File: config.mk
export PLATFORM = sky130hd
export DESIGN_NAME = tick_clock_with_gated_edge_counter_flat
export DESIGN_NICKNAME = d
export VERILOG_FILES = /design/src/rtl/tcgec_pkg.sv /design/src/rtl/tcgec_in_if.sv /design/src/rtl/tcgec_out_if.sv /design/src/rtl/tcgec_core.sv /design/src/rtl/tick_clock_with_gated_edge_counter.sv /design/src/flat_wrapper.sv
export SDC_FILE = /design/constraint.sdc
export NUM_CORES = 1
export LEC_CHECK = 0
export BUFFER_PORTS_ARGS = -buffer_cell sky130_fd_sc_hd__clkbuf_2
export CORE_MARGIN = 2
export CORE_UTILIZATION = 59
export DETAILED_ROUTE_END_ITERATION = 10
export PLACE_DENSITY = 0.86
export SLEW_MARGIN = 30
export SYNTH_ARGS = -nofsm -noshare
export SYNTH_HDL_FRONTEND = slang
export SYNTH_HIERARCHICAL = 1
export SYNTH_SLANG_ARGS = --single-unit
export TNS_END_PERCENT = 30
File: constraint.sdc
create_clock -name i_clk -period 5.8 [get_ports i_clk]
set_input_delay 1.16 -clock i_clk [delete_from_list [all_inputs] [get_ports i_clk]]
set_output_delay 1.16 -clock i_clk [all_outputs]
set_load 0.02 [all_outputs]
File: src/rtl/tcgec_pkg.sv
package tcgec_pkg;

    localparam int unsigned TICKS_PER_STEP_DEF  = 25;
    localparam int unsigned STEPS_PER_TENTH_DEF = 5;

    localparam int unsigned MODE_W   = 3;
    localparam int unsigned VALUE_W  = 8;
    localparam int unsigned WINDOW_W = 2;
    localparam int unsigned EVENTS_W = 6;
    localparam int unsigned TENTHS_W = 4;
    localparam int unsigned SEC_W    = 6;
    localparam int unsigned MIN_W    = 6;
    localparam int unsigned COUNT_W  = 16;

    localparam int unsigned TENTHS_PER_SEC = 10;
    localparam int unsigned SECS_PER_MIN   = 60;
    localparam int unsigned MINS_PER_HOUR  = 60;

    // event bit positions
    localparam int unsigned EV_TICK   = 0;
    localparam int unsigned EV_20MS   = 1;
    localparam int unsigned EV_100MS  = 2;
    localparam int unsigned EV_SECOND = 3;
    localparam int unsigned EV_MINUTE = 4;
    localparam int unsigned EV_HOUR   = 5;

    typedef enum logic [MODE_W-1:0] {
        MODE_TICK      = 3'd0,
        MODE_EDGE      = 3'd1,
        MODE_SET_MIN   = 3'd2,
        MODE_SET_SEC   = 3'd3,
        MODE_START     = 3'd4,
        MODE_NOTIFY    = 3'd5,
        MODE_STOP      = 3'd6
    } t_mode;

    typedef enum logic [WINDOW_W-1:0] {
        WIN_SECOND = 2'd0,
        WIN_TICK   = 2'd1,
        WIN_20MS   = 2'd2,
        WIN_OPEN   = 2'd3
    } t_window;

    typedef enum logic [5:0] {
        EM_IDLE   = 6'b000001,
        EM_SECOND = 6'b000010,
        EM_TICK   = 6'b000100,
        EM_20MS   = 6'b001000,
        EM_NOTIFY = 6'b010000,
        EM_OPEN   = 6'b100000
    } t_edge_mode;

    typedef struct packed {
        logic [MODE_W-1:0]   mode;
        logic [VALUE_W-1:0]  value;
        logic [WINDOW_W-1:0] window;
    } t_item;

    typedef struct packed {
        logic [EVENTS_W-1:0] events;
        logic [TENTHS_W-1:0] tenths;
        logic [SEC_W-1:0]    seconds_now;
        logic [MIN_W-1:0]    minutes_now;
        logic [COUNT_W-1:0]  edge_count;
        logic                counting;
        logic                ping;
    } t_result;

endpackage

File: src/rtl/tcgec_in_if.sv
interface tcgec_in_if;
    import tcgec_pkg::*;

    logic                valid;
    logic                ready;
    logic [MODE_W-1:0]   mode;
    logic [VALUE_W-1:0]  value;
    logic [WINDOW_W-1:0] window;

    modport source (output valid, output mode, output value, output window, input ready);
    modport sink   (input valid, input mode, input value, input window, output ready);
endinterface

File: src/rtl/tcgec_out_if.sv
interface tcgec_out_if;
    import tcgec_pkg::*;

    logic                valid;
    logic                ready;
    logic [EVENTS_W-1:0] events;
    logic [TENTHS_W-1:0] tenths;
    logic [SEC_W-1:0]    seconds_now;
    logic [MIN_W-1:0]    minutes_now;
    logic [COUNT_W-1:0]  edge_count;
    logic                counting;
    logic                ping;

    modport source (
        output valid, output events, output tenths, output seconds_now,
        output minutes_now, output edge_count, output counting, output ping,
        input ready
    );
    modport sink (
        input valid, input events, input tenths, input seconds_now,
        input minutes_now, input edge_count, input counting, input ping,
        output ready
    );
endinterface

File: src/rtl/tcgec_core.sv
module tcgec_core #(
    parameter int unsigned TICKS_PER_STEP  = tcgec_pkg::TICKS_PER_STEP_DEF,
    parameter int unsigned STEPS_PER_TENTH = tcgec_pkg::STEPS_PER_TENTH_DEF
) (
    input  logic              i_clk,
    input  logic              i_rst_n,
    input  logic              i_en,
    input  tcgec_pkg::t_item   i_item,
    output tcgec_pkg::t_result o_res
);
    import tcgec_pkg::*;

    localparam int unsigned SUB_W  = $clog2(TICKS_PER_STEP);
    localparam int unsigned STEP_W = $clog2(STEPS_PER_TENTH);
    localparam logic [SUB_W-1:0]    SUB_LAST   = SUB_W'(TICKS_PER_STEP - 1);
    localparam logic [STEP_W-1:0]   STEP_LAST  = STEP_W'(STEPS_PER_TENTH - 1);
    localparam logic [TENTHS_W-1:0] TENTH_LAST = TENTHS_W'(TENTHS_PER_SEC - 1);
    localparam logic [SEC_W-1:0]    SEC_LAST   = SEC_W'(SECS_PER_MIN - 1);
    localparam logic [MIN_W-1:0]    MIN_LAST   = MIN_W'(MINS_PER_HOUR - 1);
    localparam logic [VALUE_W-1:0]  SET_LIMIT  = VALUE_W'(SECS_PER_MIN);

    logic [SUB_W-1:0]    r_subtick, n_subtick;
    logic [STEP_W-1:0]   r_step,    n_step;
    logic [TENTHS_W-1:0] r_tenth,   n_tenth;
    logic [SEC_W-1:0]    r_sec,     n_sec;
    logic [MIN_W-1:0]    r_min,     n_min;
    t_edge_mode          r_emode,   n_emode;
    logic [COUNT_W-1:0]  r_total,   n_total;
    logic [EVENTS_W-1:0] w_events;
    logic                w_ping;
    logic                w_open_now;

    assign w_open_now = r_emode inside {EM_SECOND, EM_TICK, EM_20MS, EM_OPEN};

    always_comb begin
        n_subtick = r_subtick;
        n_step    = r_step;
        n_tenth   = r_tenth;
        n_sec     = r_sec;
        n_min     = r_min;
        n_emode   = r_emode;
        n_total   = r_total;
        w_events  = '0;
        w_ping    = 1'b0;
        case (i_item.mode)
            MODE_TICK: begin
                // cascade: each stage rolls only when the one below wraps
                w_events[EV_TICK] = 1'b1;
                if (r_emode == EM_TICK) begin
                    n_emode = EM_IDLE;
                end
                if (r_subtick != SUB_LAST) begin
                    n_subtick = r_subtick + 1'b1;
                end else begin
                    n_subtick = '0;
                    w_events[EV_20MS] = 1'b1;
                    if (r_emode == EM_20MS) begin
                        n_emode = EM_IDLE;
                    end
                    if (r_step != STEP_LAST) begin
                        n_step = r_step + 1'b1;
                    end else begin
                        n_step = '0;
                        w_events[EV_100MS] = 1'b1;
                        if (r_tenth != TENTH_LAST) begin
                            n_tenth = r_tenth + 1'b1;
                        end else begin
                            n_tenth = '0;
                            w_events[EV_SECOND] = 1'b1;
                            if (r_emode == EM_SECOND) begin
                                n_emode = EM_IDLE;
                            end
                            if (r_sec != SEC_LAST) begin
                                n_sec = r_sec + 1'b1;
                            end else begin
                                n_sec = '0;
                                w_events[EV_MINUTE] = 1'b1;
                                if (r_min != MIN_LAST) begin
                                    n_min = r_min + 1'b1;
                                end else begin
                                    n_min = '0;
                                    w_events[EV_HOUR] = 1'b1;
                                end
                            end
                        end
                    end
                end
            end
            MODE_EDGE: begin
                if (r_emode == EM_NOTIFY) begin
                    w_ping = 1'b1;
                end else if (w_open_now) begin
                    n_total = r_total + 1'b1;
                end
            end
            MODE_SET_MIN: begin
                if (i_item.value < SET_LIMIT) begin
                    n_min = i_item.value[MIN_W-1:0];
                end
            end
            MODE_SET_SEC: begin
                if (i_item.value < SET_LIMIT) begin
                    n_sec = i_item.value[SEC_W-1:0];
                end
            end
            MODE_START: begin
                n_total = '0;
                case (i_item.window)
                    WIN_SECOND: n_emode = EM_SECOND;
                    WIN_TICK:   n_emode = EM_TICK;
                    WIN_20MS:   n_emode = EM_20MS;
                    default:    n_emode = EM_OPEN;
                endcase
            end
            MODE_NOTIFY: n_emode = EM_NOTIFY;
            MODE_STOP:   n_emode = EM_IDLE;
            default: begin
            end
        endcase
    end

    always_comb begin
        o_res.events      = w_events;
        o_res.tenths      = n_tenth;
        o_res.seconds_now = n_sec;
        o_res.minutes_now = n_min;
        o_res.edge_count  = n_total;
        o_res.counting    = n_emode inside {EM_SECOND, EM_TICK, EM_20MS, EM_OPEN};
        o_res.ping        = w_ping;
    end

    always_ff @(posedge i_clk) begin
        if (!i_rst_n) begin
            r_subtick <= '0;
            r_step    <= '0;
            r_tenth   <= '0;
            r_sec     <= '0;
            r_min     <= '0;
            r_emode   <= EM_IDLE;
            r_total   <= '0;
        end else if (i_en) begin
            r_subtick <= n_subtick;
            r_step    <= n_step;
            r_tenth   <= n_tenth;
            r_sec     <= n_sec;
            r_min     <= n_min;
            r_emode   <= n_emode;
            r_total   <= n_total;
        end
    end

endmodule

File: src/rtl/tick_clock_with_gated_edge_counter.sv
// tick clock with a gated edge counter
// i_in carries one event per transfer: a tick, an external edge, a set of
// minutes or seconds (values of 60 or more are dropped), the start of an
// edge count with its window, notify mode, or stop. o_out returns exactly
// one result per input transfer: the boundaries a tick crossed, the time
// of day after the event, the edge total, whether a window is open and ping.
// a transfer lands in an input register; from there it is applied to the
// clock and counter state, and its result is written to the output register
// in the same cycle, once the output register is free.
// throughput: one item per cycle while the receiver takes each result, as
// the tick cascade and edge counter update combinationally.
// reset clears the time of day to zero, the edge total to zero and the
// counter to idle; both channel registers are emptied.
// when the receiver stalls, the held result stays on o_out, one further
// item waits in the input register and i_in.ready then drops until the
// output register is taken.
module tick_clock_with_gated_edge_counter #(
    parameter int unsigned TICKS_PER_STEP  = tcgec_pkg::TICKS_PER_STEP_DEF,
    parameter int unsigned STEPS_PER_TENTH = tcgec_pkg::STEPS_PER_TENTH_DEF
) (
    input  logic        i_clk,
    input  logic        i_rst_n,
    tcgec_in_if.sink    i_in,
    tcgec_out_if.source o_out
);
    import tcgec_pkg::*;

    logic    r_s1_vld;
    t_item   r_s1_item;
    logic    r_out_vld;
    t_result r_out;
    logic    w_out_free;
    logic    w_apply;
    t_item   w_in_item;
    t_result w_res;

    assign w_out_free = !r_out_vld || o_out.ready;
    assign w_apply    = r_s1_vld && w_out_free;
    assign i_in.ready = !r_s1_vld || w_out_free;

    assign w_in_item.mode   = i_in.mode;
    assign w_in_item.value  = i_in.value;
    assign w_in_item.window = i_in.window;

    tcgec_core #(
        .TICKS_PER_STEP (TICKS_PER_STEP),
        .STEPS_PER_TENTH(STEPS_PER_TENTH)
    ) u_core (
        .i_clk  (i_clk),
        .i_rst_n(i_rst_n),
        .i_en   (w_apply),
        .i_item (r_s1_item),
        .o_res  (w_res)
    );

    always_ff @(posedge i_clk) begin
        if (!i_rst_n) begin
            r_s1_vld <= 1'b0;
        end else if (i_in.ready) begin
            r_s1_vld <= i_in.valid;
        end
    end

    always_ff @(posedge i_clk) begin
        if (i_in.valid && i_in.ready) begin
            r_s1_item <= w_in_item;
        end
    end

    always_ff @(posedge i_clk) begin
        if (!i_rst_n) begin
            r_out_vld <= 1'b0;
        end else if (w_out_free) begin
            r_out_vld <= r_s1_vld;
        end
    end

    always_ff @(posedge i_clk) begin
        if (w_apply) begin
            r_out <= w_res;
        end
    end

    assign o_out.valid       = r_out_vld;
    assign o_out.events      = r_out.events;
    assign o_out.tenths      = r_out.tenths;
    assign o_out.seconds_now = r_out.seconds_now;
    assign o_out.minutes_now = r_out.minutes_now;
    assign o_out.edge_count  = r_out.edge_count;
    assign o_out.counting    = r_out.counting;
    assign o_out.ping        = r_out.ping;

    // ping only comes from notify mode, which never has a window open
    a_ping_not_counting: assert property (@(posedge i_clk) disable iff (!i_rst_n)
        r_out_vld && r_out.ping |-> !r_out.counting)
        else $error("ping reported with a count window open");

    // any boundary event is carried by a tick
    a_events_need_tick: assert property (@(posedge i_clk) disable iff (!i_rst_n)
        r_out_vld && (r_out.events != '0) |-> r_out.events[EV_TICK])
        else $error("boundary event without tick bit");

    a_time_in_range: assert property (@(posedge i_clk) disable iff (!i_rst_n)
        r_out_vld |-> (r_out.seconds_now < SEC_W'(SECS_PER_MIN)) &&
                      (r_out.minutes_now < MIN_W'(MINS_PER_HOUR)) &&
                      (r_out.tenths < TENTHS_W'(TENTHS_PER_SEC)))
        else $error("time of day out of range");

    // input is only held off while both stages are full and the output stalls
    a_ready_backpressure: assert property (@(posedge i_clk) disable iff (!i_rst_n)
        !i_in.ready |-> r_s1_vld && r_out_vld && !o_out.ready)
        else $error("input held off without a stall");

endmodule

File: src/flat_wrapper.sv
// flat-port wrapper written by rule: the top's interface ports become plain ports
module tick_clock_with_gated_edge_counter_flat import tcgec_pkg::*;
#(
    parameter int unsigned TICKS_PER_STEP  = tcgec_pkg::TICKS_PER_STEP_DEF,
    parameter int unsigned STEPS_PER_TENTH = tcgec_pkg::STEPS_PER_TENTH_DEF
)
  (i_clk, i_rst_n, i_in_valid, i_in_mode, i_in_value, i_in_window, i_in_ready, o_out_valid, o_out_events, o_out_tenths, o_out_seconds_now, o_out_minutes_now, o_out_edge_count, o_out_counting, o_out_ping, o_out_ready);
  tcgec_in_if i_in_i ();
  tcgec_out_if o_out_i ();
  input  logic i_clk;
  input  logic i_rst_n;
  input wire logic [$bits(i_in_i.valid)-1:0] i_in_valid;
  input wire logic [$bits(i_in_i.mode)-1:0] i_in_mode;
  input wire logic [$bits(i_in_i.value)-1:0] i_in_value;
  input wire logic [$bits(i_in_i.window)-1:0] i_in_window;
  output wire logic [$bits(i_in_i.ready)-1:0] i_in_ready;
  output wire logic [$bits(o_out_i.valid)-1:0] o_out_valid;
  output wire logic [$bits(o_out_i.events)-1:0] o_out_events;
  output wire logic [$bits(o_out_i.tenths)-1:0] o_out_tenths;
  output wire logic [$bits(o_out_i.seconds_now)-1:0] o_out_seconds_now;
  output wire logic [$bits(o_out_i.minutes_now)-1:0] o_out_minutes_now;
  output wire logic [$bits(o_out_i.edge_count)-1:0] o_out_edge_count;
  output wire logic [$bits(o_out_i.counting)-1:0] o_out_counting;
  output wire logic [$bits(o_out_i.ping)-1:0] o_out_ping;
  input wire logic [$bits(o_out_i.ready)-1:0] o_out_ready;
  assign i_in_i.valid = i_in_valid;
  assign i_in_i.mode = i_in_mode;
  assign i_in_i.value = i_in_value;
  assign i_in_i.window = i_in_window;
  assign i_in_ready = i_in_i.ready;
  assign o_out_valid = o_out_i.valid;
  assign o_out_events = o_out_i.events;
  assign o_out_tenths = o_out_i.tenths;
  assign o_out_seconds_now = o_out_i.seconds_now;
  assign o_out_minutes_now = o_out_i.minutes_now;
  assign o_out_edge_count = o_out_i.edge_count;
  assign o_out_counting = o_out_i.counting;
  assign o_out_ping = o_out_i.ping;
  assign o_out_i.ready = o_out_ready;
  tick_clock_with_gated_edge_counter #(.TICKS_PER_STEP(TICKS_PER_STEP), .STEPS_PER_TENTH(STEPS_PER_TENTH)) u_core (.i_clk(i_clk), .i_rst_n(i_rst_n), .i_in(i_in_i), .o_out(o_out_i));
endmodule
# Word level (Yosys, flattened, before mapping)
# Cells that the tools add are included.
dict set report op_classes {
  add_sub_neg 6
  order_cmp 1
  n_eq_ne 22
  muxes 37
  n_bitwise 2
  n_reduce_logical 16
}
# cell count
set ops {}
lappend ops {{$mux W6} 17}
lappend ops {{$mux W16} 2}
lappend ops {{$pmux W16 S2} 1}
lappend ops {{$pmux W6 S2} 2}
lappend ops {{$pmux W6 S4} 1}
lappend ops {{$pmux W6 S3} 1}
lappend ops {{$add A16 B1 Y16 const B} 1}
lappend ops {{$mux W4} 4}
lappend ops {{$add A6 B1 Y6 const B} 2}
lappend ops {{$eq A6 B2 Y1 const B} 2}
lappend ops {{$eq A6 B3 Y1 const B} 2}
lappend ops {{$eq A6 B4 Y1 const B} 2}
lappend ops {{$eq A6 B6 Y1 const B} 2}
lappend ops {{$ne A6 B6 Y1 const B} 2}
lappend ops {{$eq A3 B3 Y1 const B} 3}
lappend ops {{$lt A8 B6 Y1 const B} 1}
lappend ops {{$reduce_bool A4 Y1} 2}
lappend ops {{$mux W1} 7}
lappend ops {{$eq A3 B2 Y1 const B} 2}
lappend ops {{$eq A6 B5 Y1 const B} 1}
lappend ops {{$add A5 B1 Y5 const B} 1}
lappend ops {{$mux W5} 1}
lappend ops {{$ne A5 B5 Y1 const B} 1}
lappend ops {{$reduce_or A5 Y1} 1}
lappend ops {{other kinds (19)} 23}
dict set report word_totals {
  regBits 101
  in_bits 17
  out_inout_bits 42
  elab_cells 108
}

# Longest topological paths before layout
# Gate-level depths: netlist (run 1).
dict set report logic_depth {
  depth_word 10
  depth_mapped 10
  ltp_nobuf 10
}

# By module
# The synthesis (run 1) kept the hierarchy.
# module instances cells_each area_per_inst_um2 seq_area_each_um2
set modules_own_cells {}
lappend modules_own_cells {tcgec_core 1 479 3509.6 920.9}
lappend modules_own_cells {tick_clock_with_gated_edge_counter 1 62 1695.4 1631.6}

# Worst setup path after synthesis (run 1)
# Ideal clock, no wire load.
dict set report synth_timing {
  path_type {input port to flip-flop}
  startpoint {input o_out_ready}
  endpoint {register u_core.u_core.r_tenth[0]}
  setup_ns 0.071
  t_arrival_ns 4.305
  required_time_ns 5.729
  path_slack_ns 1.425
  cell_stages 8
  n_path_buf 1
  path_cell_list {nor2b_4 -> nor2b_1 -> clkbuf_1 -> inv_1 -> nor2_2 -> nand2_1 -> or3_1 -> a21oi_1}
}
dict set report synth_via {
  elab_chain_len 2
}
# element line_no
set synth_rtl {}
lappend synth_rtl {{start, declared} flat_wrapper.sv:25} ;# input wire logic [$bits(o_out_i.ready)-1:0] o_out_ready;
lappend synth_rtl {{$logic_or A1 B1 Y1} tick_clock_with_gated_edge_counter.sv:37} ;# assign w_out_free = !r_out_vld || o_out.ready;
lappend synth_rtl {{$logic_and A1 B1 Y1} tick_clock_with_gated_edge_counter.sv:38} ;# assign w_apply = r_s1_vld && w_out_free;
lappend synth_rtl {{via u_core.w_apply} tick_clock_with_gated_edge_counter.sv:33} ;# logic w_apply;
lappend synth_rtl {{end signal, assigned} tcgec_core.sv:144} ;# r_tenth <= n_tenth;
lappend synth_rtl {{end, declared} tcgec_core.sv:24} ;# logic [TENTHS_W-1:0] r_tenth, n_tenth;
# The timed path passes the listed nets, and every way through them passes these cells.
# A chain may end at the register's enable or synchronous reset.

==> reports/qor.txt, run 1 <==
die span in x -> 97.9 µm
flip-flop and latch count after synthesis -> 101
post-route cell area -> 0.00571 mm²
Final Setup Violations -> 0
Mapped Nets -> 565
adder-cell area share of the yosys netlist -> 1.88%
die boundary height -> 97.9 µm
Critical Path AT -> 3.28 ns
global placement routability congestion -> 0.949
Maximum Capacitance Violations -> 0
post-CTS setup buffer count -> 0
share of synthesized area occupied by flip-flops and latches -> 49.0%
Simple-Gate Fraction of Synth Area -> 23.3%
dominant cell type by area after synthesis -> edfxtp_1
fraction of the cycle the final worst path needs -> 54.2%
largest cells by area after synthesis -> edfxtp_1 (31%), dfxtp_1 (18%), nand2_1 (4.3%)
via count of the first global-routing pass -> 4028
synthesized area divided by synthesized cell count -> 9.62 µm²
Die Area -> 0.00959 mm²
final routed wirelength across all metal layers -> 11800 µm
floorplan row count -> 34
CP Class -> reg -> reg
async set-reset flop share out of synthesis -> 0%
EDFF count, synth -> 53
initial antenna violation count -> 0
leading cell types in the layout, fill and taps excluded -> nand2_1 (60), clkbuf_2 (58), edfxtp_1 (53), dfxtp_1 (48), nor2_1 (40)
initial standard-cell utilization of the core -> 60.3%
number of hold violations in the final report -> 0
total number of vias -> 4458
first-pass GRT wire length -> 19300 µm
dominant combinational cell family by area after synthesis -> simple AND/OR/NAND/NOR gates
I/O Buffers -> 58
crit path capture type -> flop
Residual DRC -> 0
Core ar. -> 0.00864 mm²
area added between synthesis and finish -> 9.71%
fmax -> 318 MHz
number of buffers created by CTS -> 9
PnR Total Power -> 1390 µW
Iteration-0 DRC Markers -> 441
Root Buffer -> clkbuf_8
Netlist Area Pre-Place -> 0.00520 mm²
leakage component of the power -> 0.00218 µW
nets@finish -> 604
remaining antenna violation count after routing -> 0
HPWL reported at the end of detailed placement -> 7910 µm
final cell utilization of the core -> 66.1%
worst rel slew slack -> 41.3%
number of levels in the clock H-tree -> 3
area share of the largest cell type after synthesis -> 30.6%
clock latency on the worst-skew pair -> 0.37 ns
count of different cell masters after synthesis -> 79
worst path required time -> 5.93 ns
RSZ-0062 raised after global routing -> false
largest net degree at the start of global routing -> 76
most common flop cell mapped by yosys -> edfxtp_1
number of synthesis warnings -> 6
antenna cell count -> 0
CP Launch Type -> flop
# hold bufs at CTS -> 0
final critical path time including I/O delays and setup -> 3.14 ns
sinks on the clock net -> 101
peak fanout along the critical path -> 28
Cells on Worst Hold Path -> 2
Hold Path Class -> reg -> reg
reg2reg path depth -> 6
number of buffers on the longest clock path -> 2
complex-gate fraction of the synthesized area -> 18.8%
TritonRoute pass-1 iters -> 5
XOR/XNOR Fraction of Synth Area -> 2.02%
final worst hold slack -> 0.524 ns
multiplexer area fraction after synthesis -> 0.962%
Post-DP Area -> 0.00551 mm²
PwrDens -> 244 mW/mm²
most common cell after layout, fill and taps aside -> nand2_1
DR vias/cell -> 6.43
final routed wire length divided by cell count -> 17.1 µm
peak supply drop -> 0.157 mV
clk slew on worst S/H paths -> 0.09 ns
number of fillers in the final layout -> 697
setup tns final -> 0 ns
Post-Route Skew -> 0.0121 ns
max-slew violation count -> 0
synthesized instance count -> 541
clock tree from TritonCTS -> built
GRT Util Overall -> 24.5%
IO Pins -> 59
grt ovf -> 0
fraction of layout instances using a drive strength above 1 -> 17.1%
number of cells upsized or downsized after cts -> 0
run status -> completed
slew at the pin closest to its max-slew limit -> 0.880 ns
==> worst max-delay path, stage by stage, from the launching register on <==
cell       delay, ns
edfxtp_1        0.93
clkinv_1        0.58
maj3_1          0.51
a41oi_1         0.31
a2111oi_0       0.11
a211o_1         0.29
and3_1          0.18
==> registers in the layout, summed over array words and instances, names as in the netlist <==
signal / count
u_core/o_out.edge_count: 16
u_core/u_core/r_total: 16
u_core/r_s1_item: 13
u_core/o_out.events: 6
u_core/o_out.minutes_now: 6
u_core/o_out.seconds_now: 6
u_core/u_core/r_emode: 6
u_core/u_core/r_min: 6
u_core/u_core/r_sec: 6
u_core/u_core/r_subtick: 5
u_core/o_out.tenths: 4
u_core/u_core/r_tenth: 4
u_core/u_core/r_step: 3
u_core/o_out.counting: 1
u_core/o_out.ping: 1
u_core/o_out.valid: 1
u_core/r_s1_vld: 1
==> path summary, 6_finish.rpt <==
kind,slack [ns],endpoint,start
setup reg to reg,2.66,u_core/o_out.counting,u_core/r_s1_item[11]
setup / recovery,2.66,u_core/o_out.counting,u_core/r_s1_item[11]
hold / removal,0.52,u_core/u_core/r_total[15],u_core/u_core/r_total[15]
hold reg to reg,0.52,u_core/u_core/r_total[15],u_core/u_core/r_total[15]
==> power breakdown <==
part | internal, µW | total [µW] | switching, µW
combinational | 45.6 | 134 | 88.9
sequential | 780 | 806 | 26.3
clock | 212 | 452 | 240
==> layout make-up <==
class                           instances  area [µm²]  area share, %
Timing Repair Buffer                   60         305           5.35
Clock inverter                          5        60.1           1.05
Multi-Input combinational cell        391        2450           42.9
Inverter                               17        63.8           1.12
Tap cell                              108         135           2.37
Clock buffer                           11         141           2.48
Sequential cell                       101        2550           44.7
==> cell usage after synthesis, types with 3 or more instances <==
library cell / count
or3_1: 11
nand2b_1: 4
o21ba_2: 4
nand2_1: 60
nor4_1: 4
mux2i_1: 5
inv_1: 15
o211ai_1: 8
dfxtp_1: 48
edfxtp_1: 53
clkbuf_1: 21
nand4_1: 13
o21bai_1: 3
nor2_1: 40
a211oi_1: 3
a32oi_1: 4
buf_2: 7
nand4b_1: 4
o22ai_1: 5
a21oi_1: 26
a21o_1: 3
a31oi_1: 15
o21ai_0: 37
o21a_1: 5
ha_1: 7
xor2_1: 10
nor3_1: 17
nand3_1: 21
nor2b_1: 9
a311oi_1: 3
and4_1: 4
o31a_1: 4
and3_1: 10
==> routing by layer <==
layer  vias to the layer above  wire [µm]  GRT usage, %
met3                        38        933          4.22
met1                      2086       5020          34.8
li1                       2094          -             -
met2                       240       5590          37.9
met5                         -          0             0
met4                         0        286          9.19
==> per-stage QoR <==
stage	setup slack, ns	instances
after global placement	2.84	677
after global routing	2.44	693
final	2.66	693
after CTS	2.74	693
after detailed placement	2.77	677
after floorplan	1.42	541
==> cells by family (layout without fill, tap and decap cells) <==
kind of cell | Yosys count | count (layout)
and+or+nand+nor | 221 | 221
buffers and inverters | 49 | 93
xor gates and xnor gates | 12 | 12
AOI/OAI and AO/OA | 145 | 145
adders and majority gates | 8 | 8
muxes | 5 | 5
DFF | 101 | 101
Power figures use the tool's default switching activity.
==> run 2, diff against run 1 <==
Settings changed: ABC_AREA set to 1.
Clock period 5.8 ns to 2.9 ns, I/O delays scaled along.
==> run 2 against run 1 <==
  * Core utilization increased by 1.1 points
  * First-iteration DRC count increased by 15%
  * Critical path type unchanged
  * Count of clock-buffer cells in the layout unchanged
  * Highest routed layer unchanged
  * Largest power group unchanged
  * Register-to-register slack got worse by 1.8 ns
  * Fmax increased by 50%
  * Clock skew increased by 0.0055 ns
  * Setup slack got worse by 1.8 ns
  * Global-route usage increased by 0.89 points
  * Die area increased by 5.7%
  * Final area increased by 7.8%
==> reports/qor.txt, run 2 <==
slew at the pin closest to its max-slew limit -> 0.598 ns
most common flop cell mapped by yosys -> edfxtp_1
Final Setup Violations -> 0
EDFF count, synth -> 53
worst rel slew slack -> 60.0%
TritonRoute pass-1 iters -> 6
RSZ-0062 raised after global routing -> false
# hold bufs at CTS -> 0
crit path capture type -> flop
most common library cells after synthesis -> nand2_1 (141), inv_1 (98), nor2_1 (66)
fraction of layout instances using a drive strength above 1 -> 17.4%
Root Buffer -> clkbuf_8
floorplan row count -> 35
fraction of the cycle the final worst path needs -> 72.1%
Clock Power Share -> 32.7%
part of the power in registers -> 54.2%
antenna cell count -> 0
Post-Route Skew -> 0.0177 ns
CP Class -> reg -> reg
flip-flop and latch count after synthesis -> 101
number of synthesis warnings -> 6
switching pwr -> 829 µW
DR vias/cell -> 5.71
post-CTS setup buffer count -> 0
run status -> completed
PwrDens -> 497 mW/mm²
share of synthesized area occupied by flip-flops and latches -> 46.3%
HPWL reported at the end of detailed placement -> 9070 µm
initial standard-cell utilization of the core -> 60.3%
setup tns final -> 0 ns
first-pass GRT wire length -> 20400 µm
Netlist Area Pre-Place -> 0.00552 mm²
die boundary height -> 101 µm
largest cells by area after synthesis -> edfxtp_1 (29%), dfxtp_1 (17%), nand2_1 (9.6%)
Hold Path Class -> in -> reg
synthesized instance count -> 697
sinks on the clock net -> 101
CP Launch Type -> flop
synthesized area divided by synthesized cell count -> 7.91 µm²
crit path cell chain -> inv_1, nor2_1, nand3_1, nand4_2, nand2_1, o21ai_0, o21ai_0, inv_1
slowest stage delay, CP -> 0.51 ns
clock tree from TritonCTS -> built
worst path required time -> 3.03 ns
IO Pins -> 59
net switching share of the total power -> 27.1%
Core ar. -> 0.00915 mm²
design internal power -> 2230 µW
Iteration-0 DRC Markers -> 508
Mapped Nets -> 721
fmax -> 478 MHz
die span in x -> 101 µm
number of levels in the clock H-tree -> 3
peak fanout along the critical path -> 25
leading cell types in the layout, fill and taps excluded -> nand2_1 (141), inv_1 (98), nor2_1 (66), nand3_1 (65), clkbuf_2 (58)
number of buffers created by CTS -> 9
Die Area -> 0.0101 mm²
final cell utilization of the core -> 67.2%
async set-reset flop share out of synthesis -> 0%
initial antenna violation count -> 0
count of different cell masters after synthesis -> 43
GRT Util Overall -> 25.4%
most common cell after layout, fill and taps aside -> nand2_1
dominant cell type by area after synthesis -> edfxtp_1
area added between synthesis and finish -> 11.6%
number of fillers in the final layout -> 700
via count of the first global-routing pass -> 4495
grt ovf -> 0
remaining antenna violation count after routing -> 0
Maximum Capacitance Violations -> 0
I/O Buffers -> 58
number of buffers on the longest clock path -> 2
final routed wire length divided by cell count -> 14.5 µm
largest net degree at the start of global routing -> 74
clk slew on worst S/H paths -> 0.09 ns
most frequently used cell type in the post-synthesis netlist -> nand2_1
final critical path time including I/O delays and setup -> 2.09 ns
cell type of the slowest stage on the worst timing path -> nand4_2
peak supply drop -> 0.281 mV
global placement routability congestion -> 0.947
max-slew violation count -> 0
leakage component of the power -> 0.00277 µW
area share of the largest cell type after synthesis -> 28.9%
total number of vias -> 4972
Critical Path AT -> 2.22 ns
Residual DRC -> 0
final routed wirelength across all metal layers -> 12600 µm
share of total power in combinational logic -> 13.1%
number of hold violations in the final report -> 0
number of cells upsized or downsized after cts -> 0
nets@finish -> 778
clock latency on the worst-skew pair -> 0.38 ns
run 2: stage by stage:
step | area, µm² | instances | hold WS [ns] | power [µW] | setup slack [ns]
3_3_place_gp | 5930 | 854 | 0.472 | 2060 | 0.950
3_5_place_dp | 5930 | 854 | 0.500 | 2080 | 0.832
4_1_cts | 6150 | 870 | 0.368 | 3060 | 0.832
6_report | 6150 | 870 | 0.375 | 3060 | 0.809
2_1_floorplan | 5530 | 697 | 0.458 | 1960 | 0.241
5_1_grt | 6150 | 870 | 0.360 | 3170 | 0.600
run 2: logic make-up after synthesis:
group | count (synthesis) | share of synthesized area, %
simple gates | 337 | 29.2
buf+inv | 130 | 9.28
compound gates | 111 | 12.0
flops | 101 | 46.3
xor+xnor | 11 | 1.75
fa+ha+maj | 7 | 1.59
run 2: worst max-delay path, delay by kind of cell (launching register included):
| kind | cells | cell delay (ns) |
|---|---|---|
| DFF | 1 | 0.34 |
| and+or+nand+nor | 4 | 1.05 |
| AOI/OAI and AO/OA | 2 | 0.26 |
| buffers and inverters | 2 | 0.20 |
run 2: path summary, 6_finish.rpt:
| check | start | endpoint | slack [ns] | cells past startpoint |
|---|---|---|---|---|
| worst min-delay path | i_in_value[5] | u_core/r_s1_item[7] | 0.38 | 1 |
| worst max register to register | u_core/u_core/r_emode[3] | u_core/o_out.edge_count[0] | 0.81 | 8 |
| worst max-delay path | u_core/u_core/r_emode[3] | u_core/o_out.edge_count[0] | 0.81 | 8 |
| worst min register to register | u_core/r_s1_vld | u_core/r_s1_vld | 0.51 | 2 |
run 2: final cells by class:
class | count | area (µm²) | share of cell area, %
Tap cell | 111 | 139 | 2.26
Clock inverter | 5 | 83.8 | 1.36
Inverter | 112 | 428 | 6.95
Multi-Input combinational cell | 466 | 2460 | 40.0
Sequential cell | 101 | 2550 | 41.5
Clock buffer | 11 | 141 | 2.30
Timing Repair Buffer | 64 | 348 | 5.65
run 2: layer usage:
| layer | GRT usage (%) | part of all wire, % | vias to the layer above |
|---|---|---|---|
| met3 | 4.58 | 7.5 | 36 |
| met2 | 41.9 | 48 | 246 |
| met5 | 0 | 0 | - |
| met1 | 33.5 | 43 | 2267 |
| met4 | 9.38 | 2.2 | 0 |
| li1 | - | - | 2423 |
run 2: power groups by stage:
stage / Clock [µW] / Combinational (µW) / Sequential, µW
2_1_floorplan: 0 / 254 / 1710
3_3_place_gp: 0 / 379 / 1680
3_5_place_dp: 0 / 395 / 1690
4_1_cts: 1010 / 398 / 1660
5_1_grt: 1060 / 448 / 1670
6_report: 1000 / 401 / 1660
==> run 3, diff against run 2 <==
Settings changed: ABC_AREA 1 to 0, CORE_UTILIZATION 59 to 53, PLACE_DENSITY 0.86 to 0.82.
Clock period 2.9 ns to 1.7 ns, I/O delays scaled along.
==> run 3 against run 2 <==
  * The run now ends with negative setup slack left
  * Largest power group unchanged
  * First-iteration DRC count fell by 19%
  * Global-route usage grew 2.1 points
  * Final cell count decreased by 0.69%
  * Critical path depth grew 1
  * Highest routed layer unchanged
  * Critical endpoint is now u_core/o_out.counting
  * Non-clock buffer count increased by 142
==> reports/qor.txt, run 3 (synthesis results as in run 1) <==
max-slew violation count -> 0
total number of vias -> 5130
final routed wirelength across all metal layers -> 15100 µm
leading cell types in the layout, fill and taps excluded -> buf_4 (127), clkbuf_2 (58), edfxtp_1 (53), nand2_1 (51), dfxtp_1 (42)
Residual DRC -> 0
remaining antenna violation count after routing -> 0
clock tree from TritonCTS -> built
IO Pins -> 59
initial standard-cell utilization of the core -> 54.0%
die boundary height -> 103 µm
area added between synthesis and finish -> 42.0%
Iteration-0 DRC Markers -> 410
timing startpoint of the critical path -> u_core/u_core/r_step[1]
peak fanout along the critical path -> 3
final critical path time including I/O delays and setup -> 2.14 ns
I/O Buffers -> 58
number of buffers on the longest clock path -> 2
failing checks -> negative setup slack
PwrDens -> 691 mW/mm²
most common cell after layout, fill and taps aside -> buf_4
Cells on Worst Hold Path -> 1
initial antenna violation count -> 0
nets@finish -> 750
final cell utilization of the core -> 76.7%
Die Area -> 0.0106 mm²
fraction of the cycle the final worst path needs -> 126%
largest net degree at the start of global routing -> 54
antenna cell count -> 0
Post-DP Area -> 0.00657 mm²
RSZ-0062 raised after global routing -> true
# hold bufs at CTS -> 0
worst rel slew slack -> 62.0%
peak supply drop -> 0.570 mV
slew at the pin closest to its max-slew limit -> 0.565 ns
fraction of layout instances using a drive strength above 1 -> 43.1%
clock latency on the worst-skew pair -> 0.38 ns
min setup slack post-route -> -0.436 ns
CP Launch Type -> flop
final worst hold slack -> 0.138 ns
die span in x -> 103 µm
endpoint of the worst hold path -> u_core/r_s1_item[12]
Maximum Capacitance Violations -> 0
HPWL reported at the end of detailed placement -> 9690 µm
Post-Route Skew -> 0.0112 ns
floorplan row count -> 36
leakage component of the power -> 0.00315 µW
TritonRoute pass-1 iters -> 5
number of hold violations in the final report -> 0
crit path capture type -> flop
post-route cell area -> 0.00739 mm²
reg2reg end -> u_core/o_out.counting
sinks on the clock net -> 101
Critical Path AT -> 2.28 ns
final routed wire length divided by cell count -> 17.5 µm
reg2reg path depth -> 9
worst path required time -> 1.84 ns
run status -> complete, but fails checks
hold path start -> i_in_mode[2]
number of levels in the clock H-tree -> 3
startpoint of the lowest-slack register-to-register path -> u_core/u_core/r_step[1]
clk slew on worst S/H paths -> 0.10 ns
fmax -> 468 MHz
Hold Path Class -> in -> reg
CP Class -> reg -> reg
number of buffers created by CTS -> 9
setup tns final -> -18.13 ns
Core ar. -> 0.00964 mm²
first-pass GRT wire length -> 22700 µm
global placement routability congestion -> 0.973
via count of the first global-routing pass -> 4776
Root Buffer -> clkbuf_8
grt ovf -> 0
GRT Util Overall -> 27.5%
flop2flop setup slack -> -0.44 ns
Final Setup Violations -> 71
DR vias/cell -> 5.94
PnR Total Power -> 5110 µW
[run 3: cell count changes in the layout (fill, tap and decap cells not counted), sizes merged, moves of 14 or more]
cell / change
o211ai: -18
a31oi: +14
inv: -95
buf: +142
nand3: -45
nand2: -89
nor2: -41
[run 3: cell type report]
cell class | count | area [µm²]
clock buffers | 15 | 220
clock inverters | 1 | 5.00
fillers | 611 | 2250
inverters | 17 | 70.1
multi-input cells | 391 | 2860
flip-flops and latches | 101 | 2570
well taps | 133 | 166
repair buffers | 206 | 1500
[run 3: worst max path at each step]
stage	slack (ns)	cells after the start	to
2_1_floorplan	-0.54	8	u_core/u_core/r_tenth[0]
3_3_place_gp	-0.49	8	u_core/o_out.minutes_now[4]
3_5_place_dp	-0.57	9	u_core/u_core/r_sec[5]
4_1_cts	-0.40	9	u_core/o_out.counting
5_1_grt	-0.51	9	u_core/o_out.counting
6_report	-0.44	9	u_core/o_out.counting
[run 3: metal layers]
metal / part of all wire, % / GRT usage, %
met5: 0 / 0
met3: 7.1 / 5.08
met1: 40 / 35.9
met4: 2.3 / 10.8
met2: 51 / 45.5
[run 3: through the flow]
| stage | setup slack, ns | instances |
|---|---|---|
| after floorplan | -0.540 | 541 |
| after detailed placement | -0.572 | 830 |
| after CTS | -0.398 | 855 |
| final | -0.436 | 864 |
| after global placement | -0.492 | 830 |
| after global routing | -0.510 | 864 |
[run 3: power breakdown]
group,leakage [µW],switching [µW],internal [µW]
Clock,0.000115,833,841
Combinational,0.00214,422,306
Sequential,0.000887,49.6,2660
Total,0.00315,1300,3800
[run 3: worst max-delay path, cell delays in order, from the launching register on]
cell,delay [ns]
dfxtp_2,0.34
inv_2,0.07
ha_4,0.14
nand4b_1,0.14
buf_4,0.19
nor3_4,0.14
a41oi_2,0.19
or2_4,0.27
a211o_1,0.26
and3_1,0.17
[run 3: timing repair]
| item | CTS | global route |
|---|---|---|
| pin swaps | 40 | 33 |
| endpoints found under the setup margin | 75 | 76 |
| setup buffers | 9 | 9 |
| gates resized for setup | 65 | 60 |
| hold endpoints to repair | 0 | 0 |
